==> src/hdl/entry_pool_queue_manager_assert.svh <==
// assertion macros for the entry pool queue manager
// used by the top level only; no other dependencies
`ifndef ENTRY_POOL_QUEUE_MANAGER_ASSERT_SVH
`define ENTRY_POOL_QUEUE_MANAGER_ASSERT_SVH
`ifndef SYNTHESIS
// same-cycle implication, checked outside reset
`define EPQM_ASSERT_NOW(lbl, clk, rst_n, ante, cons) \
  lbl: assert property (@(posedge clk) disable iff (!(rst_n)) (ante) |-> (cons)) \
    else $error("epqm assertion failed");
// next-cycle implication, checked outside reset
`define EPQM_ASSERT_NEXT(lbl, clk, rst_n, ante, cons) \
  lbl: assert property (@(posedge clk) disable iff (!(rst_n)) (ante) |=> (cons)) \
    else $error("epqm assertion failed");
`else
`define EPQM_ASSERT_NOW(lbl, clk, rst_n, ante, cons)
`define EPQM_ASSERT_NEXT(lbl, clk, rst_n, ante, cons)
`endif
`endif

==> src/hdl/epqm_pkg.sv <==
// types, constants and helper functions of the entry pool queue manager
// no dependencies
`timescale 1ns / 1ps
`default_nettype none

package epqm_pkg;

  // pool size and derived widths
  parameter int unsigned Entries = 32;
  parameter int unsigned IdxW    = $clog2(Entries);
  parameter int unsigned StepW   = $clog2(Entries + 1);

  // operation codes
  typedef enum logic [2:0] {
    OP_ALLOC    = 3'd0,
    OP_FREE     = 3'd1,
    OP_APPEND   = 3'd2,
    OP_PEEK     = 3'd3,
    OP_RM_HEAD  = 3'd4,
    OP_RM_NAMED = 3'd5
  } op_e;

  // sequencer states
  typedef enum logic [2:0] {
    S_IDLE,
    S_START,
    S_LINK,
    S_WALK,
    S_UNLINK,
    S_INSERT
  } state_e;

  // input item
  typedef struct packed {
    logic [2:0]      operation;
    logic            tail_present;
    logic [IdxW-1:0] tail_index;
    logic [IdxW-1:0] entry_index;
  } req_t;

  // result item
  typedef struct packed {
    logic            result_present;
    logic [IdxW-1:0] result_index;
    logic            new_tail_present;
    logic [IdxW-1:0] new_tail_index;
  } rsp_t;

  // next link of an entry never written since reset
  function automatic logic [IdxW-1:0] next_reset(input logic [IdxW-1:0] idx);
    logic [IdxW-1:0] res;
    res = (idx == IdxW'(Entries - 1)) ? '0 : idx + 1'b1;
    return res;
  endfunction

  // previous link of an entry never written since reset
  function automatic logic [IdxW-1:0] prev_reset(input logic [IdxW-1:0] idx);
    logic [IdxW-1:0] res;
    res = (idx == '0) ? IdxW'(Entries - 1) : idx - 1'b1;
    return res;
  endfunction

endpackage

`default_nettype wire

==> src/hdl/epqm_ram.sv <==
// generic single write port ram with registered read
// no dependencies
`timescale 1ns / 1ps
`default_nettype none

module epqm_ram #(
  parameter int unsigned Width = 8,
  parameter int unsigned Depth = 32
) (
  input  wire logic                     clk_i,
  input  wire logic                     we_i,
  input  wire logic [$clog2(Depth)-1:0] waddr_i,
  input  wire logic [Width-1:0]         wdata_i,
  input  wire logic [$clog2(Depth)-1:0] raddr_i,
  output logic      [Width-1:0]         rdata_o
);

  logic [Width-1:0] mem [Depth];

  // write port and registered read port
  always_ff @(posedge clk_i) begin
    if (we_i) begin
      mem[waddr_i] <= wdata_i;
    end
    rdata_o <= mem[raddr_i];
  end

endmodule

`default_nettype wire

==> src/hdl/entry_pool_queue_manager.sv <==
// top level of the entry pool queue manager: sequencer and link memories
// depends on epqm_pkg, epqm_ram and entry_pool_queue_manager_assert.svh
`timescale 1ns / 1ps
`default_nettype none
`include "entry_pool_queue_manager_assert.svh"

// Entry pool queue manager: one free list and any number of caller-held
// queues, all built from per-entry next and previous links.
// Command channel: an item (req_i) is taken on a rising edge with start high
// and busy low. busy stays high until the work is done.
// Result channel: each item gives exactly one result on rsp_o, marked by
// valid_o for a single cycle. The receiver cannot stall; the result is simply
// taken at the end of that cycle.
// Path through the sequencer states: allocate or free with an empty free list
// and empty-queue cases end after START; peek and allocating the last free
// entry go through LINK, removing a named tail through UNLINK; allocate,
// free, append and remove head go through LINK and then UNLINK or INSERT;
// remove named by walking takes one WALK step per entry passed before UNLINK,
// or ends in WALK when the tail is reached. Every step waits on the registered
// read of the link memories, which have one read and one write port each.
// busy falls in the strobe cycle, so the next item can be taken then.
// Reset (rst_ni low, asynchronous) frees every entry in order 0, 1, 2, ...
// Per-entry valid bits stand in for the reset contents of the links, so there
// is no clearing pass after reset.
module entry_pool_queue_manager (
  input  wire logic          clk_i,
  input  wire logic          rst_ni,
  input  wire logic          start,
  output logic               busy,
  input  wire epqm_pkg::req_t req_i,
  output logic               valid_o,
  output epqm_pkg::rsp_t     rsp_o
);

  localparam int unsigned IdxW  = epqm_pkg::IdxW;
  localparam int unsigned StepW = epqm_pkg::StepW;

  epqm_pkg::state_e state_q, state_d;
  logic [2:0]       op_q;
  logic             tp_q;
  logic [IdxW-1:0]  t_q, e_q;
  logic [IdxW-1:0]  anchor_q, anchor_d;
  logic             free_empty_q, free_empty_d;
  logic [StepW-1:0] steps_q, steps_d;
  logic [IdxW-1:0]  n_q, n_d;
  epqm_pkg::rsp_t   res_q, res_d;
  logic             done_q;
  logic             accept;

  // link memory ports
  logic            nx_we, pv_we;
  logic [IdxW-1:0] nx_waddr, nx_wdata, nx_raddr, nx_rdata;
  logic [IdxW-1:0] pv_waddr, pv_wdata, pv_raddr, pv_rdata;
  logic [epqm_pkg::Entries-1:0] nx_vld_q, pv_vld_q;
  logic [IdxW-1:0] nx_raddr_q, pv_raddr_q;
  logic            nx_rvld_q, pv_rvld_q;
  logic [IdxW-1:0] rd_next, rd_prev;

  // shared decode
  epqm_pkg::op_e op_cur;
  logic          named_self, hit_anchor, walk_end, walk_hit, prev_is_tail;
  logic [IdxW-1:0] ins_base;

  assign accept = start && !busy;
  assign busy   = (state_q != epqm_pkg::S_IDLE);

  epqm_ram #(.Width(IdxW), .Depth(epqm_pkg::Entries)) u_next_ram (
    .clk_i  (clk_i),
    .we_i   (nx_we),
    .waddr_i(nx_waddr),
    .wdata_i(nx_wdata),
    .raddr_i(nx_raddr),
    .rdata_o(nx_rdata)
  );

  epqm_ram #(.Width(IdxW), .Depth(epqm_pkg::Entries)) u_prev_ram (
    .clk_i  (clk_i),
    .we_i   (pv_we),
    .waddr_i(pv_waddr),
    .wdata_i(pv_wdata),
    .raddr_i(pv_raddr),
    .rdata_o(pv_rdata)
  );

  // unwritten entries read as their reset links
  assign rd_next = nx_rvld_q ? nx_rdata : epqm_pkg::next_reset(nx_raddr_q);
  assign rd_prev = pv_rvld_q ? pv_rdata : epqm_pkg::prev_reset(pv_raddr_q);

  assign op_cur       = epqm_pkg::op_e'(op_q);
  assign named_self   = (e_q == t_q);
  assign hit_anchor   = (rd_next == anchor_q);
  assign walk_end     = (rd_next == t_q) || (steps_q == StepW'(epqm_pkg::Entries));
  assign walk_hit     = (rd_next == e_q);
  assign prev_is_tail = (rd_prev == t_q);
  assign ins_base     = (op_cur == epqm_pkg::OP_FREE) ? anchor_q : t_q;

  // next state
  always_comb begin
    state_d = state_q;
    unique case (state_q)
      epqm_pkg::S_IDLE: begin
        if (accept) begin
          state_d = epqm_pkg::S_START;
        end
      end
      epqm_pkg::S_START: begin
        unique case (op_cur)
          epqm_pkg::OP_ALLOC,
          epqm_pkg::OP_FREE: begin
            state_d = free_empty_q ? epqm_pkg::S_IDLE : epqm_pkg::S_LINK;
          end
          epqm_pkg::OP_APPEND,
          epqm_pkg::OP_PEEK,
          epqm_pkg::OP_RM_HEAD: begin
            state_d = tp_q ? epqm_pkg::S_LINK : epqm_pkg::S_IDLE;
          end
          epqm_pkg::OP_RM_NAMED: begin
            if (!tp_q) begin
              state_d = epqm_pkg::S_IDLE;
            end else if (named_self) begin
              state_d = epqm_pkg::S_UNLINK;
            end else begin
              state_d = epqm_pkg::S_WALK;
            end
          end
          default: state_d = epqm_pkg::S_IDLE;
        endcase
      end
      epqm_pkg::S_LINK: begin
        unique case (op_cur)
          epqm_pkg::OP_ALLOC: begin
            state_d = hit_anchor ? epqm_pkg::S_IDLE : epqm_pkg::S_UNLINK;
          end
          epqm_pkg::OP_FREE,
          epqm_pkg::OP_APPEND: state_d = epqm_pkg::S_INSERT;
          epqm_pkg::OP_RM_HEAD: state_d = epqm_pkg::S_UNLINK;
          default:             state_d = epqm_pkg::S_IDLE;
        endcase
      end
      epqm_pkg::S_WALK: begin
        if (walk_end) begin
          state_d = epqm_pkg::S_IDLE;
        end else if (walk_hit) begin
          state_d = epqm_pkg::S_UNLINK;
        end
      end
      epqm_pkg::S_UNLINK,
      epqm_pkg::S_INSERT: state_d = epqm_pkg::S_IDLE;
      default:           state_d = epqm_pkg::S_IDLE;
    endcase
  end

  // memory accesses and result building
  always_comb begin
    nx_we        = 1'b0;
    nx_waddr     = '0;
    nx_wdata     = '0;
    nx_raddr     = '0;
    pv_we        = 1'b0;
    pv_waddr     = '0;
    pv_wdata     = '0;
    pv_raddr     = '0;
    anchor_d     = anchor_q;
    free_empty_d = free_empty_q;
    steps_d      = steps_q;
    n_d          = n_q;
    res_d        = res_q;
    unique case (state_q)
      epqm_pkg::S_IDLE: begin
      end
      epqm_pkg::S_START: begin
        // queue untouched unless the operation says otherwise
        res_d.result_present   = 1'b0;
        res_d.result_index     = '0;
        res_d.new_tail_present = tp_q;
        res_d.new_tail_index   = t_q;
        steps_d                = '0;
        unique case (op_cur)
          epqm_pkg::OP_ALLOC: nx_raddr = anchor_q;
          epqm_pkg::OP_FREE: begin
            if (free_empty_q) begin
              // entry becomes a one-entry free list
              nx_we        = 1'b1;
              nx_waddr     = e_q;
              nx_wdata     = e_q;
              pv_we        = 1'b1;
              pv_waddr     = e_q;
              pv_wdata     = e_q;
              anchor_d     = e_q;
              free_empty_d = 1'b0;
            end else begin
              nx_raddr = anchor_q;
            end
          end
          epqm_pkg::OP_APPEND: begin
            if (!tp_q) begin
              nx_we                  = 1'b1;
              nx_waddr               = e_q;
              nx_wdata               = e_q;
              pv_we                  = 1'b1;
              pv_waddr               = e_q;
              pv_wdata               = e_q;
              res_d.new_tail_present = 1'b1;
              res_d.new_tail_index   = e_q;
            end else begin
              nx_raddr = t_q;
            end
          end
          epqm_pkg::OP_PEEK,
          epqm_pkg::OP_RM_HEAD: nx_raddr = t_q;
          epqm_pkg::OP_RM_NAMED: begin
            nx_raddr = t_q;
            pv_raddr = t_q;
          end
          default: begin
          end
        endcase
      end
      epqm_pkg::S_LINK: begin
        unique case (op_cur)
          epqm_pkg::OP_ALLOC: begin
            res_d.result_present = 1'b1;
            if (hit_anchor) begin
              // last free entry goes out
              res_d.result_index = anchor_q;
              free_empty_d       = 1'b1;
            end else begin
              res_d.result_index = rd_next;
              nx_raddr           = rd_next;
              pv_raddr           = rd_next;
            end
          end
          epqm_pkg::OP_FREE,
          epqm_pkg::OP_APPEND: begin
            // first half of the insertion after the base entry
            nx_we    = 1'b1;
            nx_waddr = e_q;
            nx_wdata = rd_next;
            pv_we    = 1'b1;
            pv_waddr = e_q;
            pv_wdata = ins_base;
            n_d      = rd_next;
          end
          epqm_pkg::OP_PEEK: begin
            res_d.result_present = 1'b1;
            res_d.result_index   = rd_next;
          end
          epqm_pkg::OP_RM_HEAD: begin
            res_d.result_present = 1'b1;
            res_d.result_index   = rd_next;
            if (rd_next == t_q) begin
              res_d.new_tail_present = 1'b0;
              res_d.new_tail_index   = '0;
            end
            nx_raddr = rd_next;
            pv_raddr = rd_next;
          end
          default: begin
          end
        endcase
      end
      epqm_pkg::S_INSERT: begin
        // second half of the insertion
        nx_we    = 1'b1;
        nx_waddr = ins_base;
        nx_wdata = e_q;
        pv_we    = 1'b1;
        pv_waddr = n_q;
        pv_wdata = e_q;
        if (op_cur == epqm_pkg::OP_APPEND) begin
          res_d.new_tail_present = 1'b1;
          res_d.new_tail_index   = e_q;
        end
      end
      epqm_pkg::S_UNLINK: begin
        // splice the neighbours of the entry together
        nx_we    = 1'b1;
        nx_waddr = rd_prev;
        nx_wdata = rd_next;
        pv_we    = 1'b1;
        pv_waddr = rd_next;
        pv_wdata = rd_prev;
        if (op_cur == epqm_pkg::OP_RM_NAMED) begin
          res_d.result_present = 1'b1;
          res_d.result_index   = e_q;
          if (named_self) begin
            if (prev_is_tail) begin
              res_d.new_tail_present = 1'b0;
              res_d.new_tail_index   = '0;
            end else begin
              res_d.new_tail_index = rd_prev;
            end
          end
        end
      end
      epqm_pkg::S_WALK: begin
        if (!walk_end) begin
          if (walk_hit) begin
            nx_raddr = e_q;
            pv_raddr = e_q;
          end else begin
            nx_raddr = rd_next;
            steps_d  = steps_q + 1'b1;
          end
        end
      end
      default: begin
      end
    endcase
  end

  // control state
  always_ff @(posedge clk_i or negedge rst_ni) begin
    if (!rst_ni) begin
      state_q      <= epqm_pkg::S_IDLE;
      anchor_q     <= '0;
      free_empty_q <= 1'b0;
      done_q       <= 1'b0;
      nx_vld_q     <= '0;
      pv_vld_q     <= '0;
    end else begin
      state_q      <= state_d;
      anchor_q     <= anchor_d;
      free_empty_q <= free_empty_d;
      done_q       <= (state_q != epqm_pkg::S_IDLE) && (state_d == epqm_pkg::S_IDLE);
      if (nx_we) begin
        nx_vld_q[nx_waddr] <= 1'b1;
      end
      if (pv_we) begin
        pv_vld_q[pv_waddr] <= 1'b1;
      end
    end
  end

  // item capture, working registers and read tracking
  always_ff @(posedge clk_i) begin
    if (accept) begin
      op_q <= req_i.operation;
      tp_q <= req_i.tail_present;
      t_q  <= req_i.tail_index;
      e_q  <= req_i.entry_index;
    end
    steps_q    <= steps_d;
    n_q        <= n_d;
    res_q      <= res_d;
    nx_raddr_q <= nx_raddr;
    pv_raddr_q <= pv_raddr;
    nx_rvld_q  <= nx_vld_q[nx_raddr];
    pv_rvld_q  <= pv_vld_q[pv_raddr];
  end

  // result port
  assign valid_o                = done_q;
  assign rsp_o.result_present   = res_q.result_present;
  assign rsp_o.result_index     = res_q.result_present ? res_q.result_index : '0;
  assign rsp_o.new_tail_present = res_q.new_tail_present;
  assign rsp_o.new_tail_index   = res_q.new_tail_present ? res_q.new_tail_index : '0;

  // checks
  `EPQM_ASSERT_NOW(a_strobe_idle, clk_i, rst_ni, valid_o, !busy)
  `EPQM_ASSERT_NEXT(a_accept_busy, clk_i, rst_ni, accept, busy && !valid_o)
  `EPQM_ASSERT_NEXT(a_single_strobe, clk_i, rst_ni, valid_o, !valid_o)
  `EPQM_ASSERT_NOW(a_walk_bound, clk_i, rst_ni, state_q == epqm_pkg::S_WALK,
                   steps_q <= StepW'(epqm_pkg::Entries))

endmodule

`default_nettype wire
==> config.mk <==
export PLATFORM = sky130hd
export DESIGN_NAME = entry_pool_queue_manager
export DESIGN_NICKNAME = d
export VERILOG_FILES = /design/src/hdl/epqm_pkg.sv /design/src/hdl/epqm_ram.sv /design/src/hdl/entry_pool_queue_manager.sv
export VERILOG_INCLUDE_DIRS = /design/src /design/src/hdl
export SDC_FILE = /design/constraint.sdc
export NUM_CORES = 1
export LEC_CHECK = 0
export BUFFER_PORTS_ARGS = -buffer_cell sky130_fd_sc_hd__buf_4
export CAP_MARGIN = 25
export CORE_ASPECT_RATIO = 1.75
export CORE_UTILIZATION = 40
export DETAILED_ROUTE_END_ITERATION = 16
export SETUP_SLACK_MARGIN = 0.4
export SLEW_MARGIN = 20
export SYNTH_ARGS = -nofsm -noshare
export SYNTH_HDL_FRONTEND = slang
export SYNTH_HIERARCHICAL = 1
export SYNTH_SLANG_ARGS = --single-unit
==> constraint.sdc <==
create_clock -name clk_i -period 7.9 [get_ports clk_i]
set_clock_uncertainty 0.15 [all_clocks]
set_input_delay 0 -clock clk_i [delete_from_list [all_inputs] [get_ports clk_i]]
set_output_delay 0 -clock clk_i [all_outputs]
set_load 0.02 [all_outputs]
After elaboration in Yosys (flattened, before gate mapping). Memories as Yosys holds them, arrays and structs flattened. A register that Yosys moved wholly into a read port is not among the register bits. Cells that the tools add are included.

Register bits after elaboration: 123. Bits in latches: 0. RAM bits: 320. Bits in read-only memories: 0. Input port bits: 17. Output and inout port bits: 14. Word-level logic and storage cells: 165. Memories kept: 2.

Memories: u_next_ram.mem (words 32, bits a word 5, read ports 1, clocked after Yosys merged registers in 1, wr ports 1, RTL line epqm_ram.sv:18) `logic [Width-1:0] mem [Depth];`; u_prev_ram.mem (words 32, bits a word 5, read ports 1, clocked after Yosys merged registers in 1, wr ports 1, RTL line epqm_ram.sv:18).

Add/subtract/negate cells: 3. Multiply operators: 0. Div/mod/pow operators: 0. Magnitude comparators: 6. Equality and inequality tests: 29. Shifts and indexed selects: 0. Muxes and demuxes: 75. Bitwise operators: 2. Reductions and logical operators: 28.

Operators with widths (number): 5-bit 2-to-1 mux (23); 5-bit case mux with 4 select lines (5); 32-bit bitwise OR (2); 6-bit 2-to-1 mux (7); 5-bit case mux with 3 select lines (2); 5-bit equality test (5); 5-bit by 6-bit less-than comparator with 1-bit output, second input constant (4); 6-bit case mux with 2 select lines (2); 6-bit case mux with 4 select lines (1); 5-bit case mux with 2 select lines (2); 3-bit 2-to-1 mux (6); 2-bit != test, second input constant (9); 3-bit case mux with 3 select lines (2); 6-bit case mux with 3 select lines (1); 1-bit 2-to-1 mux (13); 3-bit by 2-bit equality test with 1-bit output, second input constant (4); 3-bit equality test, second input constant (4); 12-bit 2-to-1 mux (1); 3-bit case mux with 4 select lines (1); 1-bit binary-select mux with 5-bit select (2); 1-bit demux with 5-bit select (2); 5-bit by 1-bit greater-or-equal comparator with 1-bit output, second input constant (2); 3-bit zero test (3); 3-bit AND reduction (3); other kinds (24) (37).

Depth between registers and ports, before layout.
Word-level depth: 9. Depth in mapped cells: 18. Mapped depth without buffers: 16.

Modules after synthesis. Netlist, hierarchy kept.

Modules (own cells, without submodules): epqm_ram (instances 2, cells an instance 277, area an instance 6344.8 µm², sequential area each 4904.7 µm²); entry_pool_queue_manager (instances 1, cells an instance 668, area an instance 6716.4 µm², sequential area each 3203.1 µm²).

Least setup slack after synthesis. OpenSTA, ideal clock, no wires.

Kind: reg2reg. From: reg nx_raddr_q[0]. To: reg u_prev_ram.rdata_o[0] (read register of u_prev_ram.mem). Library setup time: 0.121 ns. Arrival: 4.433 ns. Data required time: 7.629 ns. Slack: 3.196 ns. Cell stages (with the launch flop): 19. Period minus slack after synthesis: 4.704 ns. Cells stage by stage: dfxtp_1 ha_1 and3_1 ha_1 buf_2 or3_1 and3_1 nor4_4 nand3_1 and4_4 buf_6 a222oi_1 buf_4 inv_1 clkbuf_1 buf_2 mux4_2 mux4_2 mux2_2.

Longest elaborated chain between the ends: 7.

RTL lines: start, declared (RTL line entry_pool_queue_manager.sv:55) `logic [IdxW-1:0] nx_raddr_q, pv_raddr_q;`; start signal, assigned (RTL line entry_pool_queue_manager.sv:346) `nx_raddr_q <= nx_raddr;`; 5-bit by 1-bit adder with 5-bit output or 5-bit equality test (tied branches) (RTL line epqm_pkg.sv:52) `res = (idx == IdxW'(Entries - 1)) ? '0 : idx + 1'b1;`; 5-bit 2-to-1 mux * (RTL line epqm_pkg.sv:52); 5-bit 2-to-1 mux * (RTL line entry_pool_queue_manager.sv:86) `assign rd_next = nx_rvld_q ? nx_rdata : epqm_pkg::next_reset(nx_raddr_q);`; 5-bit equality test (on tied branches) (RTL line entry_pool_queue_manager.sv:91, entry_pool_queue_manager.sv:92, entry_pool_queue_manager.sv:93); 5-bit 2-to-1 mux, or another cell as far along (RTL line entry_pool_queue_manager.sv:223) `if (hit_anchor) begin`; 5-bit case mux with 2 select lines or 5-bit 2-to-1 mux (tied branches) (RTL line entry_pool_queue_manager.sv:220, entry_pool_queue_manager.sv:297); 5-bit case mux with 3 select lines * (RTL line entry_pool_queue_manager.sv:168) `unique case (state_q)`; net pv_raddr[0] (RTL line entry_pool_queue_manager.sv:53) `logic [IdxW-1:0] pv_waddr, pv_wdata, pv_raddr, pv_rdata;`; end, declared (RTL line epqm_ram.sv:15) `output logic [Width-1:0] rdata_o`.

Mark *: on every way through the listed nets, which the timed path passes. The rest lies on a longest branch. A chain may end at the register's enable or synchronous reset.

Worst setup path after layout.
From: reg nx_raddr_q[0]. To: reg u_prev_ram.rdata_o[1] (read register of u_prev_ram.mem).

The elaborated chain is that of the path after synthesis.

==> results.cfg <==
[drt]
wl_met3_mm = 1.44
num_vias = 10851
wl_met1_mm = 16.2
drt_iter0_markers = 798
wl_met2_mm = 25.1
dr.max_layer_used = met4
wirelength_mm = 45.2
drc_errors = 0
via_per_inst = 5.53
ant_nets = 0
drtPass1Iterations = 6
wl_per_cell_um = 23.0

[timing]
finalSetupTns_ns = 0
grt_setup_unrepaired = false
finalSetupViolCount = 0
worst_slew_pin_slew_ns = 1.07
relSlewSlack = 0.286
report.final.slew_viol_count = 0
fin_crit_ns = 5.40
finalHoldViolCount = 0
fmax_mhz = 185
min_period_over_period = 0.684

[grt]
grt_pass1_wl_mm = 69.1
grt_max_degree = 75
grt_use_total = 0.188
grt_pass1_vias = 11707
grt_overflow = 0
antenna_found_initial = 0

[hold_path]
min_from = req_i[7]
hold_class = input port to flop
hold_depth = 2

[setup_path]
path_cells = ha_1 -> and3_1 -> ha_1 -> or3_1 -> and3b_1 -> o32ai_1 -> nor4_2 -> nor2_1 -> a222oi_1 -> buf_4 -> inv_2 -> buf_4 -> mux4_2 -> mux4_2 -> mux2_2
reg2reg_from = nx_raddr_q[0]
crit_fanout = 17
path_buf_inv = 3
cp.depth = 15
slowest_stage = mux4_2
cp-start-kind = flop
cp.arrival_ns = 5.70
cp-startpoint = nx_raddr_q[0]
path_delay_family = simple AND/OR/NAND/NOR gates
reg2reg_depth = 15
cpPeakStageDelay_ns = 0.54
cp.required_ns = 8.20
crit_type = flop to flop
end_kind = flop

[cells_and_area]
final_common_cell = edfxtp_1
drive_above_1_share = 0.212
synthToLayoutAreaGrowth_pct = 13.5
diodes = 0
area.sequential_um2 = 13000
fillers = 4130
nets = 1305
layout_common_cells = edfxtp_1, nor2_1, mux4_2
multi_input_area_um2 = 6030

[place]
portBuffers = 30
gp_congestion = 0.883
dp_hpwl_mm = 31.6

[clocking]
cts_tree = built
cts_htree_levels = 2
cts_buffer_depth = 3
cts.clk_slew.worst_paths_ns = 0.06
cts_sinks = 453
cts_inserted_buffers = 40
cts_root_buf = clkbuf_16
cts_setup_buffers = 0
clkLatencyLatePin_ns = 0.56

[synthesis]
synth.yosys.seq_area_share = 0.671
syn_area_um2 = 19400
synthesis.nets = 1244
ys_warn_count = 6
yosysUniqueCellTypes = 78
synth_cells = 1222
avgSynthCellArea_um2 = 15.9
ys_ff_latch = 453
async_flop_share = 0.163
synth_edf_count = 357
synth-main-ff-cell = edfxtp_1

[die]
pin_count = 31
die_w_um = 169
dieArea_um2 = 49400
row_count = 106
start_util = 0.405
die_h_um = 293
core_um2 = 47900

[flow_run]
max_cap_viol_count = 0

[status]
status = completed

[pwr]
power.density_nw_per_um2 = 328
p_leak_nw = 7.65
total_power_mw = 7.23
peakVddDrop_mv = 0.150
## power breakdown
group / internal, mW / switching (mW)
registers: 2.96 / 0.233
logic: 0.787 / 1.16
clock network: 1.21 / 0.872
total: 4.96 / 2.27
## stage by stage
stage	instances	util	cell area [µm²]	setup WS [ns]	hold WS (ns)
4_1_cts	1959	0.459	22000	2.12	0.00125
3_3_place_gp	1864	0.425	20300	2.23	0.0280
2_1_floorplan	1222	-	19400	3.20	-0.446
5_1_grt	1962	0.460	22000	2.19	0.00709
6_report	1962	0.460	22000	2.50	0.0191
3_5_place_dp	1865	0.425	20400	2.14	0.0295
## cell families after synthesis
group           share of synthesized area
xor+xnor                           0.0126
fa+ha+maj                         0.00322
flops                               0.671
mux                                 0.140
compound gates                     0.0754
simple gates                       0.0783
buf+inv                            0.0200
## registers in the layout, indices dropped and copies added (netlist names), 2 cells and up
register,flops
u_next_ram/rdata_o,5
anchor_q,5
nx_raddr_q,5
u_next_ram/mem,160
t_q,5
res_q,10
n_q,5
nx_vld_q,32
state_q,3
e_q,5
u_prev_ram/rdata_o,5
u_prev_ram/mem,160
pv_raddr_q,5
pv_vld_q,32
rsp_o,2
op_cur,3
steps_q,6
## area by class of cell
class,instances,area share
Clock inverter,26,0.0154
Inverter,28,0.00488
Tap cell,648,0.0368
Timing Repair Buffer,77,0.0300
Sequential cell,453,0.591
Clock buffer,47,0.0485
Multi-Input combinational cell,683,0.274
## synth_stat cells, types with 8 or more instances
cell type | n | share of area
nand3_1 | 23 | 0.0059
inv_1 | 26 | 0.0050
nand2b_1 | 9 | 0.0029
or3_1 | 8 | 0.0026
nand3b_1 | 12 | 0.0046
dfrtp_1 | 74 | 0.095
edfxtp_1 | 357 | 0.55
o21bai_1 | 44 | 0.017
buf_2 | 11 | 0.0028
o21ai_0 | 39 | 0.010
nand2_1 | 64 | 0.012
a21o_1 | 17 | 0.0066
mux4_2 | 100 | 0.12
clkbuf_1 | 32 | 0.0062
nor3_1 | 13 | 0.0034
xnor2_1 | 16 | 0.0072
dfxtp_1 | 22 | 0.023
mux2i_1 | 18 | 0.0093
and2_1 | 16 | 0.0052
a21oi_1 | 17 | 0.0044
a22oi_1 | 16 | 0.0062
mux2_2 | 21 | 0.012
o211ai_1 | 13 | 0.0050
xor2_1 | 10 | 0.0045
nor2_1 | 118 | 0.023
## timing repair
| action | 4_1_cts | 5_1_grt |
|---|---|---|
| hold endpoints to repair | 102 | 4 |
| hold buffers | 21 | 1 |
| gates resized for setup | 0 | 0 |
## worst register-to-register path, stage by stage, from the launching register on
cell	delay, ns
dfxtp_1	0.33
ha_1	0.22
and3_1	0.15
ha_1	0.31
or3_1	0.49
and3b_1	0.21
o32ai_1	0.27
nor4_2	0.11
nor2_1	0.43
a222oi_1	0.21
buf_4	0.23
inv_2	0.42
buf_4	0.44
mux4_2	0.55
mux4_2	0.50
mux2_2	0.27
## final timing paths
check | to | slack (ns)
worst max-delay path | u_prev_ram/rdata_o[1] | 2.50
worst min-delay path | t_q[2] | 0.02
worst max register to register | u_prev_ram/rdata_o[1] | 2.50
worst min register to register | pv_vld_q[26] | 0.30
max in group asynchronous | nx_vld_q[19] | 6.57
min in group asynchronous | pv_vld_q[9] | 0.46
## metal layers
layer,vias to the layer above,global-route usage
li1,4884,-
met1,5543,0.196
met2,303,0.361
met3,121,0.0220
met4,0,0.105
met5,-,0
(Power assumes the default switching activity.)
